==> src/rtl/psss_pkg.sv <==
// shared types and constants of the prologue save-slot scanner
package psss_pkg;

   localparam int MAX_SCAN  = 15;
   localparam int NSLOTS    = 17;
   localparam int RET_SLOT  = 16;
   localparam int FRAME_REG = 14;
   localparam int CNT_W     = $clog2(MAX_SCAN + 1);
   localparam int SLOT_W    = $clog2(NSLOTS);
   localparam int IDX_W     = $clog2(NSLOTS + 1);

   // instruction patterns
   localparam logic [15:0] PUSH_MASK  = 16'hff0f;
   localparam logic [15:0] PUSH_MATCH = 16'h2f06;
   localparam logic [15:0] STRET_WORD = 16'h4f22;
   localparam logic [15:0] HI_MASK    = 16'hff00;
   localparam logic [15:0] LDR3_MATCH = 16'h1a00;
   localparam logic [15:0] SHL_WORD   = 16'h4300;
   localparam logic [15:0] ADDR3_WORD = 16'h3f3c;
   localparam logic [15:0] ADDI_MATCH = 16'h7f00;

   typedef enum logic [2:0] {
      OP_NONE,
      OP_PUSH,
      OP_STRET,
      OP_LDR3,
      OP_SHL,
      OP_ADDR3,
      OP_ADDI
   } op_type;

   // controller to datapath
   typedef struct packed {
      logic step;
      logic prep;
      logic adv_idx;
      logic load_reg;
      logic load_sum;
   } cmd_type;

   // datapath to controller
   typedef struct packed {
      logic scan_end;
      logic idx_end;
      logic idx_valid;
   } stat_type;

   function automatic op_type decode_op(input logic [15:0] w);
      op_type op;
      op = OP_NONE;
      priority if ((w & PUSH_MASK) == PUSH_MATCH) op = OP_PUSH;
      else if (w == STRET_WORD)                  op = OP_STRET;
      else if ((w & HI_MASK) == LDR3_MATCH)      op = OP_LDR3;
      else if (w == SHL_WORD)                    op = OP_SHL;
      else if (w == ADDR3_WORD)                  op = OP_ADDR3;
      else if ((w & HI_MASK) == ADDI_MATCH)      op = OP_ADDI;
      else                                       op = OP_NONE;
      return op;
   endfunction

endpackage

==> src/rtl/psss_ctrl.sv <==
// controller: sequences scanning, setup and result emission
module psss_ctrl (
   input  logic               clock,
   input  logic               reset,
   input  logic               req_valid,
   output logic               req_ready,
   output logic               rsp_valid,
   input  logic               rsp_ready,
   input  psss_pkg::stat_type stat,
   output psss_pkg::cmd_type  cmd
);
   import psss_pkg::*;

   typedef enum logic [1:0] {
      ST_IDLE,
      ST_PREP,
      ST_EMIT
   } state_type;

   state_type state_ff, state_in;
   logic      rsp_valid_ff, rsp_valid_in;
   logic      out_free;

   assign out_free  = !rsp_valid_ff || rsp_ready;
   assign req_ready = (state_ff == ST_IDLE);
   assign rsp_valid = rsp_valid_ff;

   // next state and commands
   always_comb begin
      state_in = state_ff;
      cmd      = '0;
      unique case (state_ff)
         ST_IDLE: begin
            if (req_valid) begin
               cmd.step = 1'b1;
               if (stat.scan_end) state_in = ST_PREP;
            end
         end
         ST_PREP: begin
            cmd.prep = 1'b1;
            state_in = ST_EMIT;
         end
         ST_EMIT: begin
            if (stat.idx_end) begin
               if (out_free) begin
                  cmd.load_sum = 1'b1;
                  state_in     = ST_IDLE;
               end
            end else if (stat.idx_valid) begin
               if (out_free) begin
                  cmd.load_reg = 1'b1;
                  cmd.adv_idx  = 1'b1;
               end
            end else begin
               cmd.adv_idx = 1'b1;
            end
         end
         default: state_in = ST_IDLE;
      endcase
   end

   // output valid flag
   always_comb begin
      if (cmd.load_reg || cmd.load_sum) rsp_valid_in = 1'b1;
      else if (rsp_ready)               rsp_valid_in = 1'b0;
      else                              rsp_valid_in = rsp_valid_ff;
   end

   always_ff @(posedge clock) begin
      if (reset) begin
         state_ff     <= ST_IDLE;
         rsp_valid_ff <= 1'b0;
      end else begin
         state_ff     <= state_in;
         rsp_valid_ff <= rsp_valid_in;
      end
   end

endmodule

==> src/rtl/psss_dp.sv <==
// datapath: decode, slot store, address arithmetic and result register
module psss_dp (
   input  logic               clock,
   input  logic               reset,
   input  psss_pkg::cmd_type  cmd,
   output psss_pkg::stat_type stat,
   input  logic [15:0]        req_insn_word,
   input  logic               req_start_req,
   input  logic [31:0]        req_frame_base,
   output logic [4:0]         rsp_reg_id,
   output logic [31:0]        rsp_save_address,
   output logic               rsp_is_summary,
   output logic               rsp_leaf,
   output logic               rsp_has_frame_reg,
   output logic signed [31:0] rsp_frame_offset,
   output logic [31:0]        rsp_caller_stack,
   output logic               rsp_last
);
   import psss_pkg::*;

   // scan state
   logic [NSLOTS-1:0] slot_valid_ff, slot_valid_in;
   logic [31:0]       slot_depth_mem [NSLOTS];
   logic [31:0]       depth_ff, depth_in;
   logic [31:0]       r3_ff, r3_in;
   logic [CNT_W-1:0]  cnt_ff, cnt_in;
   logic              leaf_ff, leaf_in;
   logic              scanning_ff;
   logic [31:0]       base_ff;

   // emission state
   logic [IDX_W-1:0]  idx_ff, idx_in;
   logic [31:0]       adj_ff;
   logic [31:0]       dm4_ff;
   logic [31:0]       rd_depth_ff;
   logic [31:0]       fp_depth_ff;

   // result register
   logic [4:0]         reg_id_ff;
   logic [31:0]        save_addr_ff;
   logic               is_sum_ff, leaf_out_ff, has_fp_ff, last_ff;
   logic signed [31:0] frame_off_ff;
   logic [31:0]        caller_ff;

   logic              active, commit;
   op_type            op;
   logic [31:0]       imm;
   logic [SLOT_W-1:0] wr_slot;
   logic              wr_en;
   logic [31:0]       wr_depth;
   logic [SLOT_W-1:0] rd_idx;
   logic [CNT_W-1:0]  cnt_inc;
   logic [31:0]       fp_slot;
   logic              has_fp;

   assign active  = req_start_req || scanning_ff;
   assign commit  = cmd.step && active;
   assign op      = decode_op(req_insn_word);
   assign imm     = {{24{req_insn_word[7]}}, req_insn_word[7:0]};
   assign wr_slot = (op == OP_STRET) ? SLOT_W'(RET_SLOT) : SLOT_W'(req_insn_word[7:4]);
   assign wr_en   = commit && ((op == OP_PUSH) || (op == OP_STRET));
   assign wr_depth = req_start_req ? 32'd0 : depth_ff;

   // decode step on top of a cleared state for a start request
   always_comb begin
      logic [NSLOTS-1:0] valid_base;
      logic [31:0]       depth_base;
      logic [31:0]       r3_base;
      logic [CNT_W-1:0]  cnt_base;
      logic              leaf_base;
      valid_base = req_start_req ? '0 : slot_valid_ff;
      depth_base = req_start_req ? 32'd0 : depth_ff;
      r3_base    = req_start_req ? 32'd0 : r3_ff;
      cnt_base   = req_start_req ? '0 : cnt_ff;
      leaf_base  = req_start_req ? 1'b1 : leaf_ff;
      slot_valid_in = valid_base;
      depth_in      = depth_base;
      r3_in         = r3_base;
      leaf_in       = leaf_base;
      cnt_inc       = cnt_base + CNT_W'(1);
      cnt_in        = cnt_inc;
      unique case (op)
         OP_PUSH, OP_STRET: begin
            slot_valid_in[wr_slot] = 1'b1;
            depth_in = depth_base + 32'd4;
            if (op == OP_STRET) leaf_in = 1'b0;
         end
         OP_LDR3:  r3_in    = imm;
         OP_SHL:   r3_in    = {r3_base[30:0], 1'b0};
         OP_ADDR3: depth_in = depth_base - r3_base;
         OP_ADDI:  depth_in = depth_base - imm;
         OP_NONE:  cnt_in   = cnt_base;
         default:  cnt_in   = cnt_base;
      endcase
   end

   assign stat.scan_end  = active && ((op == OP_NONE) || (cnt_inc >= CNT_W'(MAX_SCAN)));
   assign stat.idx_end   = (idx_ff == IDX_W'(NSLOTS));
   assign stat.idx_valid = (idx_ff < IDX_W'(NSLOTS)) && slot_valid_ff[idx_ff[SLOT_W-1:0]];

   assign has_fp   = slot_valid_ff[FRAME_REG];
   assign fp_slot  = has_fp ? fp_depth_ff : 32'hffff_ffff;

   // scan state registers
   always_ff @(posedge clock) begin
      if (reset) begin
         slot_valid_ff <= '0;
         depth_ff      <= '0;
         r3_ff         <= '0;
         cnt_ff        <= '0;
         leaf_ff       <= 1'b1;
         scanning_ff   <= 1'b0;
         base_ff       <= '0;
      end else if (commit) begin
         slot_valid_ff <= slot_valid_in;
         depth_ff      <= depth_in;
         r3_ff         <= r3_in;
         cnt_ff        <= cnt_in;
         leaf_ff       <= leaf_in;
         scanning_ff   <= !stat.scan_end;
         if (req_start_req) base_ff <= req_frame_base;
      end
   end

   // next walk index
   always_comb begin
      if (cmd.prep)         idx_in = '0;
      else if (cmd.adv_idx) idx_in = idx_ff + IDX_W'(1);
      else                  idx_in = idx_ff;
   end

   assign rd_idx = (idx_in < IDX_W'(NSLOTS)) ? idx_in[SLOT_W-1:0] : SLOT_W'(0);

   // slot depth store, no reset; read data follows the walk index
   always_ff @(posedge clock) begin
      if (wr_en) slot_depth_mem[wr_slot] <= wr_depth;
      rd_depth_ff <= slot_depth_mem[rd_idx];
      if (cmd.prep) fp_depth_ff <= slot_depth_mem[FRAME_REG];
   end

   // slot walk index and address offsets
   always_ff @(posedge clock) begin
      if (reset) begin
         idx_ff <= '0;
      end else begin
         idx_ff <= idx_in;
      end
   end

   always_ff @(posedge clock) begin
      if (cmd.prep) begin
         adj_ff <= base_ff + depth_ff - 32'd4;
         dm4_ff <= depth_ff - 32'd4;
      end
   end

   // result register
   always_ff @(posedge clock) begin
      if (cmd.load_reg) begin
         reg_id_ff    <= 5'(idx_ff);
         save_addr_ff <= adj_ff - rd_depth_ff;
         is_sum_ff    <= 1'b0;
         leaf_out_ff  <= 1'b0;
         has_fp_ff    <= 1'b0;
         frame_off_ff <= '0;
         caller_ff    <= '0;
         last_ff      <= 1'b0;
      end else if (cmd.load_sum) begin
         reg_id_ff    <= '0;
         save_addr_ff <= '0;
         is_sum_ff    <= 1'b1;
         leaf_out_ff  <= leaf_ff;
         has_fp_ff    <= has_fp;
         frame_off_ff <= signed'(dm4_ff - fp_slot);
         caller_ff    <= has_fp ? 32'd0 : base_ff - 32'd4;
         last_ff      <= 1'b1;
      end
   end

   assign rsp_reg_id        = reg_id_ff;
   assign rsp_save_address  = save_addr_ff;
   assign rsp_is_summary    = is_sum_ff;
   assign rsp_leaf          = leaf_out_ff;
   assign rsp_has_frame_reg = has_fp_ff;
   assign rsp_frame_offset  = frame_off_ff;
   assign rsp_caller_stack  = caller_ff;
   assign rsp_last          = last_ff;

endmodule

==> src/rtl/prologue_save_slot_scanner_top.sv <==
// top level of the prologue save-slot scanner
// Takes one 16-bit prologue word per request, one request per cycle while a
// scan runs; a request with start_req set begins a new scan and loads the
// frame base. When a word fails to decode or the fifteenth matched word is
// taken, requests stop until the summary is loaded: a setup step, then a
// walk over the 17 save slots at one slot per cycle, a saved slot waiting
// while the output register is full, through a registered slot-store read
// (one register result per saved slot, ascending), then the summary result
// with last set. Results sit in an output register, so the final request of
// a scan is taken while the previous summary may still wait.
module prologue_save_slot_scanner_top (
   input  logic               clock,
   input  logic               reset,
   input  logic               req_valid,
   output logic               req_ready,
   input  logic [15:0]        req_insn_word,
   input  logic               req_start_req,
   input  logic [31:0]        req_frame_base,
   output logic               rsp_valid,
   input  logic               rsp_ready,
   output logic [4:0]         rsp_reg_id,
   output logic [31:0]        rsp_save_address,
   output logic               rsp_is_summary,
   output logic               rsp_leaf,
   output logic               rsp_has_frame_reg,
   output logic signed [31:0] rsp_frame_offset,
   output logic [31:0]        rsp_caller_stack,
   output logic               rsp_last
);
   import psss_pkg::*;

   cmd_type  cmd;
   stat_type stat;

   // sequencing
   psss_ctrl u_ctrl (
      .clock     (clock),
      .reset     (reset),
      .req_valid (req_valid),
      .req_ready (req_ready),
      .rsp_valid (rsp_valid),
      .rsp_ready (rsp_ready),
      .stat      (stat),
      .cmd       (cmd)
   );

   // decode and arithmetic
   psss_dp u_dp (
      .clock             (clock),
      .reset             (reset),
      .cmd               (cmd),
      .stat              (stat),
      .req_insn_word     (req_insn_word),
      .req_start_req     (req_start_req),
      .req_frame_base    (req_frame_base),
      .rsp_reg_id        (rsp_reg_id),
      .rsp_save_address  (rsp_save_address),
      .rsp_is_summary    (rsp_is_summary),
      .rsp_leaf          (rsp_leaf),
      .rsp_has_frame_reg (rsp_has_frame_reg),
      .rsp_frame_offset  (rsp_frame_offset),
      .rsp_caller_stack  (rsp_caller_stack),
      .rsp_last          (rsp_last)
   );

endmodule

==> config.mk <==
export PLATFORM = sky130hd
export DESIGN_NAME = prologue_save_slot_scanner_top
export DESIGN_NICKNAME = d
export VERILOG_FILES = /design/src/rtl/psss_pkg.sv /design/src/rtl/psss_ctrl.sv /design/src/rtl/psss_dp.sv /design/src/rtl/prologue_save_slot_scanner_top.sv
export SDC_FILE = /design/constraint.sdc
export NUM_CORES = 2
export LEC_CHECK = 0
export BUFFER_PORTS_ARGS = -buffer_cell sky130_fd_sc_hd__buf_2
export CAP_MARGIN = 20
export CORE_UTILIZATION = 55
export CTS_CLUSTER_DIAMETER = 120
export DETAILED_ROUTE_END_ITERATION = 8
export PLACE_DENSITY_LB_ADDON = 0.1
export SLEW_MARGIN = 10
export SYNTH_ARGS = -nofsm -noshare
export SYNTH_HDL_FRONTEND = slang
export SYNTH_SLANG_ARGS = --single-unit
==> constraint.sdc <==
create_clock -name clock -period 4.6 [get_ports clock]
set_input_delay 0 -clock clock [delete_from_list [all_inputs] [get_ports clock]]
set_output_delay 0 -clock clock [all_outputs]
set_load 0.05 [all_outputs]
**After elaboration in Yosys (flattened, before gate mapping)**

Memories as Yosys holds them, arrays and structs flattened. A register that Yosys moved wholly into a read port is not among the register bits.
Index checks and enable logic that the tools add are counted.

- Bits in writable memories: 544
- Input port bits: 53
- Output and inout port bits: 107
- Bits in registers: 295
- Word-level logic and storage cells: 127
- Memories kept: 1

Memories:

| memory | depth | width | rd ports | clocked after memory_dff | write ports | RTL line | source |
|---|---|---|---|---|---|---|---|
| u_dp.slot_depth_mem | 17 | 32 | 2 | 2 | 1 | psss_dp.sv:23 | `logic [31:0] slot_depth_mem [NSLOTS];` |

- Muxes and demuxes: 50
- Add/sub/neg operators: 11
- Bitwise logic cells: 1
- Order comparisons: 6
- Reductions and logical operators: 20
- Equal/unequal tests: 19

Operators by type and width:

| operator | count |
|---|---|
| $mux 32 | 6 |
| $sub 32x32->32 | 4 |
| $pmux 32 s3 | 1 |
| $sub 32x3->32 const B | 3 |
| $pmux 32 s2 | 1 |
| $mux 17 | 2 |
| $add 32x3->32 const B | 1 |
| $add 32x32->32 | 1 |
| $eq 16x15->1 const B | 2 |
| $mux 5 | 6 |
| $mux 3 | 7 |
| $or 17x17->17 | 1 |
| $eq 16x14->1 const B | 1 |
| $mux 1 | 16 |
| $eq 12x10->1 const B | 1 |
| $lt 5x6->1 const B | 2 |
| $mux 2 | 6 |
| $lt 5x5->1 const B | 2 |
| $eq 3x3->1 const B | 3 |
| $eq 8x5->1 const B | 1 |
| $eq 8x7->1 const B | 1 |
| $mux 4 | 2 |
| $eq 3x2->1 const B | 2 |
| $pmux 2 s3 | 1 |
| 22 further kinds | 34 |

**Logic depth before layout (Yosys ltp)**

- Word-level depth: 15
- Mapped depth: 20
- Gate-level depth less buffers: 19

**Modules after synthesis**

Synthesis repeated with hierarchy kept, for this count alone.

- Cells, all modules: 4,186
- Area total of the unflattened synthesis: 43,371.6 µm²

By module, submodules not included:

| module | cells each | area each (µm²) | seq. area each (µm²) | instances |
|---|---|---|---|---|
| psss_dp | 4,166 | 43,195.2 | 24,793.8 | 1 |
| psss_ctrl | 20 | 176.4 | 60.1 | 1 |

**Least setup slack after synthesis**

No wires, ideal clock.

- Path type: flip-flop to flip-flop
- Start point: register u_ctrl.state_ff[1]
- End point: memory u_dp.slot_depth_mem[0][0], enable pin
- Data required time: 4.083 ns
- Slack: -0.985 ns
- Path buffers: 0
- Cell stages (with the launch flop): 5
- Data arrival time: 5.068 ns
- Cells stage by stage: dfxtp_1 > nor2_1 > o211a_1 > o21ai_0 > nor4b_1

- Word-level cells in the longest chain between the ends: 6

RTL lines:

| what | RTL line | source |
|---|---|---|
| start, declared | psss_ctrl.sv:20 | `state_type state_ff, state_in;` |
| start signal, assigned | psss_ctrl.sv:74 | `state_ff <= state_in;` |
| $logic_not 2->1 | n/a |  |
| named net req_ready | prologue_save_slot_scanner_top.sv:15 | `output logic req_ready,` |
| $mux 1 | psss_ctrl.sv:32 | `unique case (state_ff)` |
| $logic_and 1x1->1 | psss_dp.sv:57 | `assign commit = cmd.step && active;` |
| $logic_and 1x1->1 | psss_dp.sv:61 | `assign wr_en = commit && ((op == OP_PUSH) \|\| (op == OP_STRET));` |
| $mux 1 | psss_dp.sv:136 | `if (wr_en) slot_depth_mem[wr_slot] <= wr_depth;` |
| $mux 1 (implied by the code) | psss_dp.sv:136 |  |
| end, declared | psss_dp.sv:23 |  |

The timed path passes the listed nets, and every way through them passes these cells.

**Final worst setup path**

- Start point: register u_dp.depth_ff[1]
- End point: register u_dp.depth_ff[31]

- Word-level cells in the longest chain between the ends: 3

RTL lines:

| what | RTL line | source |
|---|---|---|
| start, declared | psss_dp.sv:24 | `logic [31:0] depth_ff, depth_in;` |
| start signal, assigned | psss_dp.sv:116 | `depth_ff <= depth_in;` |
| $mux 32 (*) | n/a |  |
| named net u_dp.wr_depth[1] | psss_dp.sv:50 | `logic [31:0] wr_depth;` |
| $sub 32x32->32, or another cell as far along | psss_dp.sv:91 | `OP_ADDI: depth_in = depth_base - imm;` |
| $pmux 32 s3 (*) | psss_dp.sv:82 | `unique case (op)` |

Mark *: on every way through the listed nets, which the timed path passes. The rest lies on a longest branch.
A chain may end at the register's enable or synchronous reset.

==> results.sh <==
export IMPL_status="finished clean"
export IMPL_final_util=0.643
export IMPL_grt_pass1_vias=28722
export IMPL_reg2regPathDepth=14
export IMPL_cp_required_ps=5150
export IMPL_clk_latency_ps=660
export IMPL_rrSetupSlack_ps=320
export IMPL_initial_utilization=0.555
export IMPL_ant_nets=0
export IMPL_portBuffers=159
export IMPL_critPathCapture="u_dp.depth_ff[31]"
export IMPL_final_layout_size_suffix_gt1_frac=0.148
export IMPL_clk_pin_slew_ps=60
export IMPL_startpoint="u_dp.depth_ff[1]"
export IMPL_leakage_nw=19.3
export IMPL_holdBufCountCts=77
export IMPL_skew_ps=26.1
export IMPL_endpoint_kind="register"
export IMPL_die_area_um2=79100
export IMPL_globalRouteTotalUtil=0.302
export IMPL_r2r_start="u_dp.depth_ff[1]"
export IMPL_p_per_area_nw_per_um2=387
export IMPL_ir_drop_v=0.000270
export IMPL_synthCells=3765
export IMPL_setup_violations=0
export IMPL_grt_max_degree=75
export IMPL_h_tree_depth=3
export IMPL_drtIter0Drc=3102
export IMPL_dieHeight_um=281
export IMPL_largest_reg_flops=544
export IMPL_grt_pass1_wl_mm=177
export IMPL_hpwl_mm=80.2
export IMPL_synth_seq_cells=903
export IMPL_top_register="u_dp.slot_depth_mem"
export IMPL_worstPathMaxFanout=5
export IMPL_critPathLaunchType="register"
export IMPL_maxCapViolCount=0
export IMPL_holdCritStartpoint="req_valid"
export IMPL_hold_slack_ps=45.9
export IMPL_core_area_um2=77300
export IMPL_synth_edf_count=677
export IMPL_dp_cells=4917
export IMPL_arrival_ps=4830
export IMPL_fillers=6177
export IMPL_via_per_inst=5.92
export IMPL_ios=160
export IMPL_rsz0062_at_grt="false"
export IMPL_grt_overflow_total=0
export IMPL_final_cells=5173
export IMPL_report_final_hold_viol_count=0
export IMPL_yosysWarnings=0
export IMPL_cts_sinks=903
export IMPL_async_flop_share=0
export IMPL_area_delta_synth_final_pct=15.9
export IMPL_synth_seq_area_share=0.579
export IMPL_antenna_found_initial=2
export IMPL_root_buffer="clkbuf_16"
export IMPL_synth_flop_cell="edfxtp_1"
export IMPL_nets=4270
export IMPL_crit_type="reg -> reg"
export IMPL_total_power_mw=19.3
export IMPL_maxSlewHeadroom=0.274
export IMPL_synth_fp_nets=3984
export IMPL_fp_dieW_um=281
export IMPL_numCtsBuffers=94
export IMPL_wire_per_inst_um=23.2
export IMPL_finalCritPeriodShare=0.930
export IMPL_num_vias=30611
export IMPL_clockBufferDepth=3
export IMPL_drc=0
export IMPL_routed_wl_mm=120
export IMPL_regArea_um2=24900
export IMPL_cts_tree="yes"
export IMPL_gp_congestion=0.973
export IMPL_cts_setup_buffers=0
export IMPL_hp_class="in -> reg"
export IMPL_cts_resized=0
export IMPL_drt_pass1_iterations=6
export IMPL_synth_distinct_cells=77
export IMPL_multi_input_area_um2=16800
export IMPL_reg2reg_to="u_dp.depth_ff[31]"
export IMPL_rows=102
export IMPL_worst_slew_pin_slew_ps=1090
export IMPL_max_freq_mhz=234
export IMPL_synth_area_um2=42900
export IMPL_syn_area_per_cell_um2=11.4
export IMPL_slew_viol_final=0
export IMPL_period_needed_ps=4280
## synthesized netlist by cell type (all sizes together) (10+ instances only)
master / n / area, um2
nor2: 387 / 1450
dfxtp: 226 / 4520
buf: 59 / 304
clkbuf: 120 / 450
nand3: 66 / 330
o21a: 41 / 308
and3: 19 / 119
nand4: 35 / 225
nand2b: 34 / 213
nand2: 282 / 1060
o21bai: 21 / 158
inv: 182 / 683
nor4: 51 / 325
a21o: 52 / 390
mux2: 128 / 1440
mux2i: 139 / 1390
a21oi: 240 / 1200
a31oi: 13 / 81.3
a211oi: 168 / 1260
nor3b: 11 / 82.6
o211ai: 10 / 75.1
nor3: 75 / 375
edfxtp: 677 / 20300
o21ai: 177 / 886
xnor2: 120 / 1050
and2: 13 / 81.3
o31ai: 14 / 105
ha: 162 / 2030
a22oi: 10 / 75.1
nor2b: 65 / 407
xor2: 47 / 419
## final cells by class
cell class              count  share of cell area
well taps                1040              0.0262
repair buffers            369              0.0577
multi-input cells        2501               0.338
diodes                      1           0.0000503
inverters                 182              0.0137
clock buffers             134              0.0552
flip-flops and latches    903               0.500
clock inverters            43             0.00926
## cells by family (layout without fill, tap and decap cells)
kind of cell	count (synthesis)	after routing	synth area share
other	0	1	0
buffers and inverters	361	728	0.0335
DFF	903	903	0.579
and+or+nand+nor	1083	1083	0.117
xor gates and xnor gates	167	167	0.0343
adders and majority gates	166	166	0.0491
AOI/OAI and AO/OA	818	818	0.121
muxes	267	267	0.0660
## stage by stage
stage	TNS [ps]	instance area [um2]	worst slack (ps)
floorplan	-615	42900	-19.2
global placement	0	45700	137
detailed placement	0	45700	54.2
CTS	0	49700	433
global route	0	49700	21.4
finish	0	49700	322
## layer usage
layer	global-route usage	vias to the layer above	part of all wire
li1	-	14405	-
met1	0.427	14859	0.44
met2	0.467	1169	0.45
met3	0.0530	178	0.078
met4	0.108	0	0.034
met5	0	-	0
## worst max-delay path: stages, from the launching register on
cell       delay, ps
dfxtp_1          340
buf_4            150
nor2b_1          520
ha_1             330
nor2b_1          120
o21ai_0          250
o22ai_1          190
o21a_1           280
a2111o_1         400
a31o_2           270
a2111oi_0        620
o31ai_1          240
a31oi_1          230
xnor2_1          140
o2bb2ai_1         80
## report_power, final
group / total (mW) / switching, mW / internal [mW]
registers: 9.04 / 0.135 / 8.91
clock network: 7.77 / 3.24 / 4.52
logic: 2.44 / 1.46 / 0.982
total: 19.3 / 4.84 / 14.4
## layout by cell type (no fill, tap or decap), types with 19 or more instances in the layout
master,count
a211oi_1,168
a21o_1,51
a21oi_1,239
and3_1,19
buf_12,23
buf_2,158
buf_4,109
clkbuf_1,19
clkbuf_16,97
dfxtp_1,226
dlygate4sd3_1,77
edfxtp_1,677
ha_1,162
inv_1,181
mux2_2,128
mux2i_1,139
nand2_1,281
nand2b_1,34
nand3_1,66
nand4_1,34
nor2_1,368
nor2b_1,64
nor3_1,74
nor4_1,49
o21a_1,41
o21ai_0,142
o21ai_1,35
o21bai_1,21
xnor2_1,120
xor2_1,46
## how the worst min path moves through the flow
| stage | depth (start not counted) | slack [ps] | end |
|---|---|---|---|
| after CTS | 4 | 3 | u_dp.base_ff[24] |
| after detailed placement | 3 | 250 | u_dp.base_ff[18] |
| final | 4 | 50 | u_dp.base_ff[24] |
| after global placement | 3 | 250 | u_dp.base_ff[18] |
| after global routing | 4 | 90 | u_dp.base_ff[24] |
| after floorplan | 2 | 140 | u_dp.base_ff[18] |
(Power assumes the default switching activity.)
